===== config.mk =====
export PLATFORM = sky130hd
export DESIGN_NAME = turtle_motion_engine_top
export DESIGN_NICKNAME = d
export VERILOG_FILES = /design/src/rtl/core/tme_pkg.sv /design/src/rtl/core/tme_ctrl.sv /design/src/rtl/core/tme_datapath.sv /design/src/rtl/core/turtle_motion_engine_top.sv
export SDC_FILE = /design/constraint.sdc
export NUM_CORES = 2
export LEC_CHECK = 0
export BUFFER_PORTS_ARGS = -buffer_cell sky130_fd_sc_hd__buf_2
export CORE_UTILIZATION = 40
export DETAILED_ROUTE_END_ITERATION = 10
export GPL_TIMING_DRIVEN = 0
export PLACE_DENSITY_LB_ADDON = 0.12
export SYNTH_ARGS = -nofsm -noshare
export SYNTH_HDL_FRONTEND = slang
export SYNTH_SLANG_ARGS = --single-unit

===== constraint.sdc =====
create_clock -name aclk -period 12 [get_ports aclk]
set_clock_uncertainty 0.2 [all_clocks]
set_input_delay 2.4 -clock aclk [delete_from_list [all_inputs] [get_ports aclk]]
set_output_delay 2.4 -clock aclk [all_outputs]
set_load 0.02 [all_outputs]

===== src/rtl/core/tme_pkg.sv =====
`timescale 1ns / 1ps

package tme_pkg;

    localparam int DEF_FRAC_BITS = 16;
    localparam int DEF_SINE_BITS = 16;

    localparam int SCALE_W      = 16;
    localparam int SCALE_FRAC   = 8;
    localparam int HALF_W       = 15;
    localparam int AMOUNT_W     = 16;
    localparam int FACTOR_W     = 31;   // distance_scale * |amount| < 2^31
    localparam int POS_W        = 32;
    localparam int HEAD_W       = 10;
    localparam int HMAG_W       = 16;   // |heading +/- amount| <= 33127
    localparam int HEAD_MOD     = 360;
    localparam int REM_STEPS    = 7;    // 360 << 6 is the largest multiple needed
    localparam int SINE_MAG_MAX = 23;
    localparam int SINE_ENTRIES = 91;
    localparam int CFG_IDX_W    = 1;
    localparam int CFG_DATA_W   = 16;

    localparam logic signed [POS_W-1:0] POS_MAX = 32'sh7FFF_FFFF;
    localparam logic signed [POS_W-1:0] POS_MIN = 32'sh8000_0000;

    localparam logic [HALF_W-1:0]  HALF_WIDTH_RST = 15'd256;
    localparam logic [SCALE_W-1:0] SCALE_RST      = 16'd256;

    typedef enum logic [2:0] {
        MODE_FWD      = 3'd0,
        MODE_BWD      = 3'd1,
        MODE_RIGHT    = 3'd2,
        MODE_LEFT     = 3'd3,
        MODE_PEN_UP   = 3'd4,
        MODE_PEN_DOWN = 3'd5
    } mode_t;

    typedef enum logic [CFG_IDX_W-1:0] {
        CFG_HALF_WIDTH = 1'b0,
        CFG_DIST_SCALE = 1'b1
    } cfg_reg_t;

    typedef enum logic [1:0] {
        MUL_F = 2'd0,
        MUL_X = 2'd1,
        MUL_Y = 2'd2
    } mul_sel_t;

    typedef struct packed {
        logic     ld_cmd;
        logic     prep;
        logic     mul_en;
        mul_sel_t mul_sel;
        logic     rnd_en;
        logic     rnd_y;
        logic     add_x;
        logic     add_y;
        logic     turn;
        logic     finish;
    } tme_cmd_t;

    typedef struct packed {
        logic is_move;
        logic is_turn;
        logic in_bounds;
        logic out_busy;
    } tme_stat_t;

    typedef struct packed {
        logic       neg;
        logic [6:0] idx;
    } sine_idx_t;

    // Angle constants in Q60, used only while building the sine table
    localparam longint unsigned PiQ60   = 64'h3243_F6A8_885A_308D;
    localparam longint unsigned StepQ60 = PiQ60 / 180;
    localparam longint unsigned Mask30  = 64'h0000_0000_3FFF_FFFF;
    localparam longint unsigned TaylorDiv [1:12] = '{
        64'd6, 64'd20, 64'd42, 64'd72, 64'd110, 64'd156,
        64'd210, 64'd272, 64'd342, 64'd420, 64'd506, 64'd600
    };

    function automatic longint unsigned mul_q60(longint unsigned a, longint unsigned b);
        longint unsigned ah, al, bh, bl;
        ah = a >> 30;
        al = a & Mask30;
        bh = b >> 30;
        bl = b & Mask30;
        return ah * bh + ((ah * bl + al * bh) >> 30);
    endfunction

    // sin(k deg) with frac fractional bits, Taylor series in Q60, round half up
    function automatic logic [SINE_MAG_MAX-1:0] sine_entry(int k, int frac);
        longint unsigned x, x2, term, sum, v, vmax;
        x    = StepQ60 * longint'(k);
        x2   = mul_q60(x, x);
        term = x;
        sum  = x;
        for (int n = 1; n <= 12; n++) begin
            term = mul_q60(term, x2) / TaylorDiv[n];
            if ((n % 2) == 1) begin
                sum = sum - term;
            end else begin
                sum = sum + term;
            end
        end
        v    = (sum + (64'd1 << (59 - frac))) >> (60 - frac);
        vmax = (64'd1 << frac) - 64'd1;
        if (v > vmax) begin
            v = vmax;
        end
        return SINE_MAG_MAX'(v);
    endfunction

    // Fold an angle in 0..359 onto the first-quadrant table
    function automatic sine_idx_t quad_index(logic [8:0] a);
        sine_idx_t q;
        priority if (a <= 9'd90) begin
            q.neg = 1'b0;
            q.idx = 7'(a);
        end else if (a <= 9'd180) begin
            q.neg = 1'b0;
            q.idx = 7'(9'd180 - a);
        end else if (a <= 9'd270) begin
            q.neg = 1'b1;
            q.idx = 7'(a - 9'd180);
        end else begin
            q.neg = 1'b1;
            q.idx = 7'(9'd360 - a);
        end
        return q;
    endfunction

endpackage


===== src/rtl/core/tme_ctrl.sv =====
`timescale 1ns / 1ps

module tme_ctrl
    import tme_pkg::*;
(
    input  logic      aclk,
    input  logic      aresetn,
    input  logic      s_valid,
    output logic      s_ready,
    input  tme_stat_t stat,
    output tme_cmd_t  cmd
);

    typedef enum logic [8:0] {
        ST_IDLE  = 9'b000000001,
        ST_PREP  = 9'b000000010,
        ST_MUL_F = 9'b000000100,
        ST_MUL_X = 9'b000001000,
        ST_MUL_Y = 9'b000010000,
        ST_ADD_X = 9'b000100000,
        ST_ADD_Y = 9'b001000000,
        ST_TURN  = 9'b010000000,
        ST_DONE  = 9'b100000000
    } state_t;

    state_t state_reg;
    state_t state_next;

    always_ff @(posedge aclk) begin
        if (!aresetn) begin
            state_reg <= ST_IDLE;
        end else begin
            state_reg <= state_next;
        end
    end

    always_comb begin
        state_next  = state_reg;
        cmd         = '0;
        cmd.mul_sel = MUL_F;
        s_ready     = 1'b0;
        unique case (state_reg)
            ST_IDLE: begin
                s_ready = 1'b1;
                if (s_valid) begin
                    cmd.ld_cmd = 1'b1;
                    state_next = ST_PREP;
                end
            end
            ST_PREP: begin
                cmd.prep = 1'b1;
                priority if (stat.is_move && stat.in_bounds) begin
                    state_next = ST_MUL_F;
                end else if (stat.is_turn) begin
                    state_next = ST_TURN;
                end else begin
                    state_next = ST_DONE;
                end
            end
            ST_MUL_F: begin
                cmd.mul_en  = 1'b1;
                cmd.mul_sel = MUL_F;
                state_next  = ST_MUL_X;
            end
            ST_MUL_X: begin
                cmd.mul_en  = 1'b1;
                cmd.mul_sel = MUL_X;
                state_next  = ST_MUL_Y;
            end
            ST_MUL_Y: begin
                // y product while the x product is rounded
                cmd.mul_en  = 1'b1;
                cmd.mul_sel = MUL_Y;
                cmd.rnd_en  = 1'b1;
                state_next  = ST_ADD_X;
            end
            ST_ADD_X: begin
                cmd.add_x  = 1'b1;
                cmd.rnd_en = 1'b1;
                cmd.rnd_y  = 1'b1;
                state_next = ST_ADD_Y;
            end
            ST_ADD_Y: begin
                cmd.add_y  = 1'b1;
                state_next = ST_DONE;
            end
            ST_TURN: begin
                cmd.turn   = 1'b1;
                state_next = ST_DONE;
            end
            ST_DONE: begin
                if (!stat.out_busy) begin
                    cmd.finish = 1'b1;
                    state_next = ST_IDLE;
                end
            end
            default: begin
                state_next = ST_IDLE;
            end
        endcase
    end

endmodule


===== src/rtl/core/tme_datapath.sv =====
`timescale 1ns / 1ps

module tme_datapath
    import tme_pkg::*;
#(
    parameter int FRAC_BITS = DEF_FRAC_BITS,
    parameter int SINE_BITS = DEF_SINE_BITS
) (
    input  logic                         aclk,
    input  logic                         aresetn,
    input  tme_cmd_t                     cmd,
    output tme_stat_t                    stat,
    input  logic [2:0]                   s_mode,
    input  logic signed [AMOUNT_W-1:0]   s_amount,
    input  logic                         cfg_we,
    input  logic [CFG_IDX_W-1:0]         cfg_index,
    input  logic [CFG_DATA_W-1:0]        cfg_data,
    input  logic                         m_ready,
    output logic                         m_valid,
    output logic                         m_status,
    output logic                         m_vertex_valid,
    output logic signed [POS_W-1:0]      m_vertex_x,
    output logic signed [POS_W-1:0]      m_vertex_y,
    output logic signed [HEAD_W-1:0]     m_heading
);

    localparam int SM  = SINE_BITS - 1;
    localparam int AW  = (SM > SCALE_W) ? SM : SCALE_W;
    localparam int PW  = SM + FACTOR_W;
    localparam int SH  = SM + SCALE_FRAC - FRAC_BITS;
    localparam int LSH = (SH < 0) ? -SH : 0;
    localparam int RSH = (SH > 0) ? SH : 0;
    localparam int MW  = PW + 1 + LSH;
    localparam int DW  = MW + 1;
    localparam int SW  = DW + 1;
    localparam int LW  = (FRAC_BITS + HALF_W + 2 > POS_W + 1) ?
                         FRAC_BITS + HALF_W + 2 : POS_W + 1;

    // configuration and architectural state
    logic [HALF_W-1:0]         half_width_reg;
    logic [SCALE_W-1:0]        scale_reg;
    logic signed [POS_W-1:0]   pos_x_reg;
    logic signed [POS_W-1:0]   pos_y_reg;
    logic signed [HEAD_W-1:0]  heading_reg;
    logic                      pen_reg;
    logic                      m_valid_reg;

    // item and work registers
    logic [2:0]                mode_reg;
    logic signed [AMOUNT_W-1:0] amount_reg;
    logic                      amt_neg_reg;
    logic [AMOUNT_W-1:0]       amt_mag_reg;
    logic                      hneg_reg;
    logic [HMAG_W-1:0]         hmag_reg;
    sine_idx_t                 sin_q_reg;
    sine_idx_t                 cos_q_reg;
    logic                      inb_reg;
    logic [SM-1:0]             sx_reg;
    logic [SM-1:0]             sy_reg;
    logic [FACTOR_W-1:0]       f_reg;
    logic [PW-1:0]             prod_reg;
    logic signed [DW-1:0]      delta_reg;

    // output payload
    logic                      m_status_reg;
    logic                      m_vtx_reg;
    logic signed [POS_W-1:0]   m_x_reg;
    logic signed [POS_W-1:0]   m_y_reg;
    logic signed [HEAD_W-1:0]  m_heading_reg;

    logic is_move, is_turn, is_left, is_bwd;
    assign is_move = (mode_reg == MODE_FWD) || (mode_reg == MODE_BWD);
    assign is_turn = (mode_reg == MODE_RIGHT) || (mode_reg == MODE_LEFT);
    assign is_left = (mode_reg == MODE_LEFT);
    assign is_bwd  = (mode_reg == MODE_BWD);

    // quarter-wave sine magnitudes
    logic [SM-1:0] sine_rom [0:SINE_ENTRIES-1];
    for (genvar k = 0; k < SINE_ENTRIES; k++) begin : g_sine
        assign sine_rom[k] = SM'(sine_entry(k, SM));
    end

    // bounds check, strict on both sides
    logic signed [LW-1:0] lim, px, py;
    logic in_bounds;
    assign lim = LW'({half_width_reg, {FRAC_BITS{1'b0}}});
    assign px  = LW'(pos_x_reg);
    assign py  = LW'(pos_y_reg);
    assign in_bounds = (px < lim) && (px > -lim) && (py < lim) && (py > -lim);

    // heading sum and table angles
    logic signed [HMAG_W+1:0] hsum;
    logic [8:0] ang_a, ang_c;
    logic [9:0] ang_t;
    always_comb begin
        if (is_left) begin
            hsum = (HMAG_W+2)'(heading_reg) - (HMAG_W+2)'(amount_reg);
        end else begin
            hsum = (HMAG_W+2)'(heading_reg) + (HMAG_W+2)'(amount_reg);
        end
        if (heading_reg[HEAD_W-1]) begin
            ang_a = 9'(heading_reg + 10'sd360);
        end else begin
            ang_a = 9'(heading_reg);
        end
        ang_t = {1'b0, ang_a} + 10'd90;
        ang_c = (ang_t >= 10'd360) ? 9'(ang_t - 10'd360) : 9'(ang_t);
    end

    // shared multiplier
    logic [AW-1:0]          op_a;
    logic [FACTOR_W-1:0]    op_b;
    logic [AW+FACTOR_W-1:0] prod_full;
    always_comb begin
        unique case (cmd.mul_sel)
            MUL_F: begin
                op_a = AW'(scale_reg);
                op_b = FACTOR_W'(amt_mag_reg);
            end
            MUL_X: begin
                op_a = AW'(sx_reg);
                op_b = f_reg;
            end
            MUL_Y: begin
                op_a = AW'(sy_reg);
                op_b = f_reg;
            end
            default: begin
                op_a = '0;
                op_b = '0;
            end
        endcase
    end
    assign prod_full = op_a * op_b;

    // bring the product to FRAC_BITS, ties away from zero on the magnitude
    logic [MW-1:0] rmag;
    if (RSH > 0) begin : g_rshift
        logic [PW:0] rsum;
        assign rsum = {1'b0, prod_reg} + ((PW+1)'(1) << (RSH - 1));
        assign rmag = MW'(rsum >> RSH);
    end else begin : g_lshift
        assign rmag = MW'(prod_reg) << LSH;
    end

    logic x_neg, y_neg, d_neg;
    logic signed [DW-1:0] delta_next;
    assign x_neg = sin_q_reg.neg ^ amt_neg_reg ^ is_bwd;
    assign y_neg = cos_q_reg.neg ^ amt_neg_reg ^ is_bwd;
    assign d_neg = cmd.rnd_y ? y_neg : x_neg;
    assign delta_next = d_neg ? -$signed(DW'(rmag)) : $signed(DW'(rmag));

    // saturating position add
    logic signed [POS_W-1:0] pos_sel, pos_next;
    logic signed [SW-1:0]    pos_sum;
    logic [SW-POS_W:0]       sum_hi;
    always_comb begin
        pos_sel = cmd.add_y ? pos_y_reg : pos_x_reg;
        pos_sum = SW'(pos_sel) + SW'(delta_reg);
        sum_hi  = pos_sum[SW-1:POS_W-1];
        priority if ((&sum_hi) || (~|sum_hi)) begin
            pos_next = POS_W'(pos_sum);
        end else if (pos_sum[SW-1]) begin
            pos_next = POS_MIN;
        end else begin
            pos_next = POS_MAX;
        end
    end

    // heading remainder by restoring subtraction of 360 * 2^k
    logic [HMAG_W-1:0]        rem;
    logic signed [HEAD_W-1:0] heading_next;
    always_comb begin
        rem = hmag_reg;
        for (int k = REM_STEPS - 1; k >= 0; k--) begin
            if (rem >= (HMAG_W'(HEAD_MOD) << k)) begin
                rem = rem - (HMAG_W'(HEAD_MOD) << k);
            end
        end
        heading_next = hneg_reg ? -$signed(HEAD_W'(rem)) : $signed(HEAD_W'(rem));
    end

    // control state
    always_ff @(posedge aclk) begin
        if (!aresetn) begin
            half_width_reg <= HALF_WIDTH_RST;
            scale_reg      <= SCALE_RST;
            pos_x_reg      <= '0;
            pos_y_reg      <= '0;
            heading_reg    <= '0;
            pen_reg        <= 1'b0;
            m_valid_reg    <= 1'b0;
        end else begin
            if (cfg_we) begin
                if (cfg_index == CFG_HALF_WIDTH) begin
                    half_width_reg <= cfg_data[HALF_W-1:0];
                end
                if (cfg_index == CFG_DIST_SCALE) begin
                    scale_reg <= cfg_data[SCALE_W-1:0];
                end
            end
            if (cmd.add_x) begin
                pos_x_reg <= pos_next;
            end
            if (cmd.add_y) begin
                pos_y_reg <= pos_next;
            end
            if (cmd.turn) begin
                heading_reg <= heading_next;
            end
            if (cmd.finish && (mode_reg == MODE_PEN_UP)) begin
                pen_reg <= 1'b0;
            end
            if (cmd.finish && (mode_reg == MODE_PEN_DOWN)) begin
                pen_reg <= 1'b1;
            end
            if (cmd.finish) begin
                m_valid_reg <= 1'b1;
            end else if (m_ready) begin
                m_valid_reg <= 1'b0;
            end
        end
    end

    // work and payload registers
    always_ff @(posedge aclk) begin
        if (cmd.ld_cmd) begin
            mode_reg   <= s_mode;
            amount_reg <= s_amount;
        end
        if (cmd.prep) begin
            amt_neg_reg <= amount_reg[AMOUNT_W-1];
            amt_mag_reg <= amount_reg[AMOUNT_W-1] ? AMOUNT_W'(-amount_reg)
                                                  : AMOUNT_W'(amount_reg);
            hneg_reg    <= hsum[HMAG_W+1];
            hmag_reg    <= hsum[HMAG_W+1] ? HMAG_W'(-hsum) : HMAG_W'(hsum);
            sin_q_reg   <= quad_index(ang_a);
            cos_q_reg   <= quad_index(ang_c);
            inb_reg     <= in_bounds;
        end
        if (cmd.mul_en && (cmd.mul_sel == MUL_F)) begin
            f_reg  <= FACTOR_W'(prod_full);
            sx_reg <= sine_rom[sin_q_reg.idx];
            sy_reg <= sine_rom[cos_q_reg.idx];
        end
        if (cmd.mul_en && (cmd.mul_sel != MUL_F)) begin
            prod_reg <= PW'(prod_full);
        end
        if (cmd.rnd_en) begin
            delta_reg <= delta_next;
        end
        if (cmd.finish) begin
            m_status_reg  <= is_move && !inb_reg;
            m_vtx_reg     <= pen_reg && ((is_move && inb_reg) || is_turn);
            m_x_reg       <= pos_x_reg;
            m_y_reg       <= pos_y_reg;
            m_heading_reg <= heading_reg;
        end
    end

    assign stat.is_move   = is_move;
    assign stat.is_turn   = is_turn;
    assign stat.in_bounds = in_bounds;
    assign stat.out_busy  = m_valid_reg && !m_ready;

    assign m_valid        = m_valid_reg;
    assign m_status       = m_status_reg;
    assign m_vertex_valid = m_vtx_reg;
    assign m_vertex_x     = m_x_reg;
    assign m_vertex_y     = m_y_reg;
    assign m_heading      = m_heading_reg;

endmodule


===== src/rtl/core/turtle_motion_engine_top.sv =====
// Each accepted item is prepared first. A move in bounds then goes through the multiply,
// add x and add y states, a turn through the turn state, and any other item (a refused
// move too) straight to done. Items are taken one at a time; a move makes three passes
// through the shared multiplier (scale * distance, sin, cos).
// A finished result waits in the output register; the next item is taken once it is loaded.
// Reset (aresetn, synchronous, active low): position 0, heading 0, pen up,
// half_width 256, distance_scale 256, no result pending.
`timescale 1ns / 1ps

module turtle_motion_engine_top
    import tme_pkg::*;
#(
    parameter int FRAC_BITS = DEF_FRAC_BITS,
    parameter int SINE_BITS = DEF_SINE_BITS
) (
    input  logic                        aclk,
    input  logic                        aresetn,
    input  logic                        s_valid,
    output logic                        s_ready,
    input  logic [2:0]                  s_mode,
    input  logic signed [AMOUNT_W-1:0]  s_amount,
    output logic                        m_valid,
    input  logic                        m_ready,
    output logic                        m_status,
    output logic                        m_vertex_valid,
    output logic signed [POS_W-1:0]     m_vertex_x,
    output logic signed [POS_W-1:0]     m_vertex_y,
    output logic signed [HEAD_W-1:0]    m_heading,
    input  logic                        cfg_valid,
    output logic                        cfg_ready,
    input  logic [CFG_IDX_W-1:0]        cfg_index,
    input  logic [CFG_DATA_W-1:0]       cfg_data
);

    tme_cmd_t  cmd;
    tme_stat_t stat;

    assign cfg_ready = 1'b1;

    tme_ctrl u_ctrl (
        .aclk    (aclk),
        .aresetn (aresetn),
        .s_valid (s_valid),
        .s_ready (s_ready),
        .stat    (stat),
        .cmd     (cmd)
    );

    tme_datapath #(
        .FRAC_BITS (FRAC_BITS),
        .SINE_BITS (SINE_BITS)
    ) u_datapath (
        .aclk           (aclk),
        .aresetn        (aresetn),
        .cmd            (cmd),
        .stat           (stat),
        .s_mode         (s_mode),
        .s_amount       (s_amount),
        .cfg_we         (cfg_valid && cfg_ready),
        .cfg_index      (cfg_index),
        .cfg_data       (cfg_data),
        .m_ready        (m_ready),
        .m_valid        (m_valid),
        .m_status       (m_status),
        .m_vertex_valid (m_vertex_valid),
        .m_vertex_x     (m_vertex_x),
        .m_vertex_y     (m_vertex_y),
        .m_heading      (m_heading)
    );

    a_one_item_at_a_time: assert property (@(posedge aclk) disable iff (!aresetn)
        s_valid && s_ready |=> !s_ready)
        else $error("item accepted while the previous one is still in work");

    a_refused_no_vertex: assert property (@(posedge aclk) disable iff (!aresetn)
        m_valid && m_status |-> !m_vertex_valid)
        else $error("refused move reports a vertex");

    a_heading_range: assert property (@(posedge aclk) disable iff (!aresetn)
        m_valid |-> (m_heading <= 10'sd359) && (m_heading >= -10'sd359))
        else $error("heading out of range");

endmodule


# [After elaboration in Yosys (flattened, before gate mapping)]
# Memory sizes are Yosys's and may differ from the RTL's. A register that Yosys moved wholly into a read port is not among the register bits.
# Index checks and enable logic that the tools add are counted.
[op_classes] addsub=25 mul=1 magnitude_cmp=18 n_eq_ne=18 mux=46 bitwise_logic=7 reduce_logical=34
[ops] cell="$mux W16" count=7
[ops] cell="$mux W32" count=3
[ops] cell="$pmux W9 S8" count=1
[ops] cell="$gt A32 B33 Y1" count=2
[ops] cell="$lt A32 B32 Y1" count=2
[ops] cell="$pmux W31 S2" count=1
[ops] cell="$mux W9" count=6
[ops] cell="$add A32 B48 Y49" count=1
[ops] cell="$neg A40 Y48" count=1
[ops] cell="$pmux W16 S3" count=1
[ops] cell="$add A46 B7 Y47 const B" count=1
[ops] cell="$mul A16 B31 Y46" count=1
[ops] cell="$mux W7" count=6
[ops] cell="$mux W40" count=1
[ops] cell="$neg A31 Y33" count=1
[ops] cell="$neg A16 Y16" count=2
[ops] cell="$mux W10" count=2
[ops] cell="$le A9 B7 Y1 const B" count=2
[ops] cell="$le A9 B8 Y1 const B" count=2
[ops] cell="$le A9 B9 Y1 const B" count=2
[ops] cell="$mux W18" count=1
[ops] cell="$reduce_and A18 Y1" count=1
[ops] cell="$reduce_or A18 Y1" count=1
[ops] cell="$add A10 B16 Y17" count=1
[ops] cell="53 further kinds" count=100
[word_totals] regBits=387 mem_bits_ro=3840 out_inout_bits=79 mem_count=2
[mem_list] name="(no name shown)" words=128 word_bits=15 rd=1 rd_ports_with_merged_regs=1 write_ports=0 line="tme_datapath.sv:243" rtl="sx_reg <= sine_rom[sin_q_reg.idx];"
[mem_list] name="(no name shown)" words=128 word_bits=15 rd=1 rd_ports_with_merged_regs=1 write_ports=0 line="tme_datapath.sv:244" rtl="sy_reg <= sine_rom[cos_q_reg.idx];"

# [Longest topological paths before layout]
[logic_depth] word_depth=16 depth_mapped=48 depth_no_buf=46

# [Cells and area by module]
# From an unflattened synthesis, not the netlist that was laid out.
[hier_totals] hier_cells=5004 hier_area_um2=44177.4
[by_module_without_submodules] module="tme_datapath" instances=1 cells_each=4943 area_per_inst_um2=43634.3
[by_module_without_submodules] module="tme_ctrl" instances=1 cells_each=59 area_per_inst_um2=531.8
[by_module_without_submodules] module="turtle_motion_engine_top" instances=1 cells_each=2 area_per_inst_um2=11.3

# [Least setup slack after synthesis]
# OpenSTA, ideal clock, no wires.
[synth_path] path_kind="register to register" from="register u_ctrl.state_reg[0]" to="register u_datapath.prod_reg[42], data pin" setup_ps=258 arrival_ps=9263 required_time_ps=11542 setup_slack_ps=2279 path_stages_with_launch=45 n_path_buf=3 synth_period_minus_slack_ps=9721 cell_sequence="dfxtp_1 > nor3_1 > nand2b_1 > or3_1 > nor2_1 > nand3b_1 > inv_1 > ha_1 > clkbuf_1 > a222oi_1 > nor2_1 > clkbuf_1 > buf_1 > nand2_1 > fa_1 > inv_1 > fa_1 > ha_1 > [... 9 more ...] > o21bai_1 > a21oi_1 > o21bai_1 > a21oi_1 > nor2b_1 > o21a_1 > o31a_1 > o31ai_1 > o21ai_0 > o21a_1 > nand2_1 > a31oi_1 > a21oi_1 > a21oi_1 > a211oi_1 > o21bai_1 > a21oi_1 > xnor2_1"
[synth_between] elab_chain_cells=6 elab_cells_between_ends=11 cone_classes="mul (1); eq/ne (5); mux (3); reduce/logical (2)"
[synth_rtl] item="start: declaration" line="tme_ctrl.sv:26" rtl="state_t state_reg;"
[synth_rtl] item="start signal: assignment" line="tme_ctrl.sv:33" rtl="state_reg <= state_next;"
[synth_rtl] item="$eq A9 B5 Y1 (tied with other cells)" line="tme_ctrl.sv:42" rtl="unique case (state_reg)"
[synth_rtl] item="$pmux W3 S3 (*)" line="tme_ctrl.sv:42"
[synth_rtl] item="$eq A2 B1 Y1 or $eq A2 B2 Y1 (tied branches)" line="tme_datapath.sv:115" rtl="unique case (cmd.mul_sel)"
[synth_rtl] item="$reduce_or A2 Y1 (no source line)"
[synth_rtl] item="$pmux W31 S2" line="tme_datapath.sv:115"
[synth_rtl] item="$mul A16 B31 Y46 (*)" line="tme_datapath.sv:134" rtl="assign prod_full = op_a * op_b;"
[synth_rtl] item="net u_datapath.prod_full[42]" line="tme_datapath.sv:113" rtl="logic [AW+FACTOR_W-1:0] prod_full;"
[synth_rtl] item="end signal: assignment" line="tme_datapath.sv:247" rtl="prod_reg <= PW'(prod_full);"
[synth_rtl] item="end: declaration" line="tme_datapath.sv:61" rtl="logic [PW-1:0] prod_reg;"
# The timed path passes the listed nets; every way through them passes the cells marked *.
# A chain may end at the register's enable or synchronous reset.

# [Worst setup path in the final report]
[layout_path] from="register u_ctrl.state_reg[8]" to="register u_datapath.prod_reg[42], data pin"
# The elaborated chain is that of the path after synthesis.

==> summary by stage <==
Route
In this run the top signal layer used is met4. In the detailed route, the total length drawn on met3 is 8.39 mm. In the final routed layout, each cell accounts on average for 22.4 um. The wire length on met1 is 66.6 mm.

The number of vias in the routed layout is 36300. For this run, design rule violations remaining after detail routing come to 0. The first routing iteration left 3201 violations.

The wire length after detailed routing is 144 mm. The via count normalized by instance count is 5.64. The detailed-routed wire length on met2 is 64.8 mm.

The first detailed-routing pass ran for 6 iterations. The count of nets left with antenna violations once routing finished came out at 0.

Global routing
The via count of the first global-routing pass is 35900. The number of antenna violations at the first check in global routing is 4. The largest net degree at the start of global routing is 62. The total track usage is 0.262. Global routing finished with a remaining overflow of 0. The first-pass GRT wire length is 223 mm.

Timing
The clock period could shrink to 11.53 ns. Of the available clock period, the critical path in the final layout requires 0.961. Headroom to the max-slew limit came out at 0.146. Setup repair after global routing could not meet its margin everywhere. Setup slack on the critical path of the routed design comes to 0.470 ns. The hold violation total from the final report is 0. The peak clock frequency supported by timing is 0.0867 GHz. The max-slew violation count was 0.

Setup violations remaining at the end of the flow were counted as 0. The actual slew at the worst max-slew pin is 1.28 ns.

Critical path
The worst register-to-register path has a setup slack of 0.47 ns. The largest incremental delay on the critical path is 0.58 ns. The count of buffering cells on the critical path with inverters included is 9. STA puts the critical path data arrival time at 11.68 ns.

For the worst setup path, the data required time is 12.15 ns. The worst-path cell with the longest stage delay is clkbuf_1. The cell family with the largest share of critical-path delay is adder cells.

The launch point of the worst path is u_ctrl.state_reg[8]$_SDFFE_PN0P_. The highest fanout seen on the critical path is 10. The startpoint of the most critical register-to-register path is u_ctrl.state_reg[8]$_SDFFE_PN0P_.

The worst setup path is of the flip-flop to flip-flop kind. The kind of end point of the critical path is a flip-flop. The type of element launching the critical path is a flip-flop.

Floorplan
In this run the standard cell core region covers 0.107 mm^2. The floorplan step set the die height to 332 um. The initial utilization of the core area, before any placement, comes to 0.405. The die covers 0.110 mm^2. Row generation in the floorplan step produced 120 rows. In this run the count of I/O pins placed on the die edge is 120.

From left edge to right edge, the die measures 332 um.

Clocking
In this run the number of H-tree levels came out at 2. Counting the buffers created by CTS gives 46. The clock drives 410 sinks. The CTS root buffer is clkbuf_16. The largest buffer count on any clock path is 3. TritonCTS built the clock tree.

The later pin in the worst-skew pair is clocked with a latency of 0.61 ns. After clock tree synthesis, the clock-pin slew on the worst setup and hold paths is 0.06 ns.

Job
Across the run, the number of max-cap violations was 0.

Power
The maximum ir drop on the vdd rail is 0.000107 V. For this design the ratio of total power to cell area is 88.5 mW/mm^2. For this design the static power due to leakage is 20.3 nW.

Place
The pre-CTS setup slack is -1.64 ns. Input and output buffers added on the ports amount to 117. The placed instance area is 0.0459 mm^2. The HPWL after detailed placement is 115 mm. In this run, placement finished with an instance count of 6339. At the end of routability-driven placement, the weighted congestion stood at 0.978.

Logic synthesis
The count of distinct cell types in the synthesized netlist is 119. Counting flops and latches in the post-synthesis netlist gives 410. By area the synthesized netlist is led by edfxtp_1 (20%), fa_1 (19%), ha_1 (8.7%).

The proportion of register bits with asynchronous set or reset after synthesis is 0. The library cell with the largest summed area after synthesis is edfxtp_1. The synthesized instance count is 4812.

For this run, the number of Yosys warnings is 0. The cell area after technology mapping is 0.0435 mm^2. The most used flip-flop cell after synthesis is edfxtp_1. The per-instance average area after synthesis is 9.04 um^2.

Of the post-synthesis cell area, the dominant cell type holds 0.203. Synthesis produced a netlist with a net count of 5562. The number of flops mapped to enable cells by yosys is 294. Of the synthesized area, sequential elements account for 0.256.

Min path
The class of the tightest hold or removal check is flip-flop to flip-flop. The launch instance of the worst min-delay path is u_datapath.half_width_reg[12]$_SDFFE_PN0P_.

Cells and area
The library cells used most frequently in the layout, excluding fill and tap cells, are nand2_1 (703), inv_1 (500), fa_1 (405), nor2_1 (349), ha_1 (304). The leading cell type in the layout, fill and taps excluded is nand2_1. The synthesis-to-finish area growth is 9.74%.

The number of nets in the final layout is 5746. Of the cells placed in the final design, the portion with a size suffix greater than 1 is 0.0900. The number of flip-flops under the largest register name is 48. Leaving out filler cells and counting taps, the final layout contains 6439. The post-route standard cell area excluding fillers is 0.0477 mm^2.

Run status
The flow ran to the end, and the final reports show no timing, DRC or antenna violations.
-- Yosys cell counts, types with 59 or more instances --
| cell type | number |
|---|---|
| nand2_1 | 704 |
| inv_1 | 501 |
| fa_1 | 405 |
| nor2_1 | 349 |
| ha_1 | 304 |
| a21oi_1 | 298 |
| edfxtp_1 | 294 |
| clkbuf_1 | 201 |
| xnor2_1 | 200 |
| o21ai_0 | 199 |
| dfxtp_1 | 116 |
| xor2_1 | 91 |
| nor3_1 | 82 |
| nand3_1 | 79 |
| nand2b_1 | 59 |
-- cell families (layout without fill, tap and decap cells) --
| family | Yosys count | after routing | synth area share |
|---|---|---|---|
| flops | 410 | 410 | 0.256 |
| fa+ha+maj | 711 | 711 | 0.274 |
| mux | 79 | 79 | 0.0220 |
| xor+xnor | 292 | 292 | 0.0590 |
| simple gates | 1557 | 1557 | 0.164 |
| other cells | 1 | 3 | 0.0000863 |
| buf+inv | 745 | 967 | 0.0655 |
| compound gates | 1017 | 1017 | 0.159 |
-- through the flow --
step	util	hold WS (ns)	setup TNS (ns)	total power, W
after floorplan	-	0.224	0	0.00243
after global placement	0.427	0.244	-13.09	0.00280
after detailed placement	0.428	0.250	-15.74	0.00281
after CTS	0.444	0.262	0	0.00424
after global routing	0.444	0.289	-0.0209	0.00443
final	0.444	0.260	0	0.00422
-- path summary, 6_finish.rpt --
| kind | to | depth (start not counted) |
|---|---|---|
| setup / recovery | u_datapath.prod_reg[42]$_DFFE_PP_ | 38 |
| setup reg to reg | u_datapath.prod_reg[42]$_DFFE_PP_ | 38 |
| hold / removal | u_datapath.half_width_reg[12]$_SDFFE_PN0P_ | 2 |
| hold reg to reg | u_datapath.half_width_reg[12]$_SDFFE_PN0P_ | 2 |
-- tightest hold or removal path, stage by stage, from the launching register on --
cell and delay [ns]:
dfxtp_1 0.31, nand2_1 0.05, a21oi_1 0.05
-- power breakdown --
part | internal, W | total [W] | switching [W]
registers | 0.00157 | 0.00159 | 0.0000214
logic | 0.000427 | 0.00121 | 0.000784
clock network | 0.000779 | 0.00142 | 0.000638
total | 0.00278 | 0.00422 | 0.00144
-- metal layers --
layer | global-route usage | up-vias
li1 | - | 16900
met1 | 0.375 | 18000
met2 | 0.417 | 1241
met3 | 0.0294 | 201
met4 | 0.0762 | 0
met5 | 0 | -
-- cell type report --
cell class	instances	area, um^2
Inverter	503	1890
Sequential cell	410	11200
Antenna cell	2	5.00
Multi-Input combinational cell	3657	29600
Tap cell	1403	1760
Clock inverter	31	270
Buffer	241	998
Timing Repair Buffer	137	797
Fill cell	10600	59600
Clock buffer	55	1210
-- repair_timing --
item,4_1_cts,5_1_grt
endpoints found under the setup margin,29,14
resized for setup,37,26
hold buffers,0,0
setup buffers,13,0
pin swaps,8,0
(Power assumes the default switching activity.)
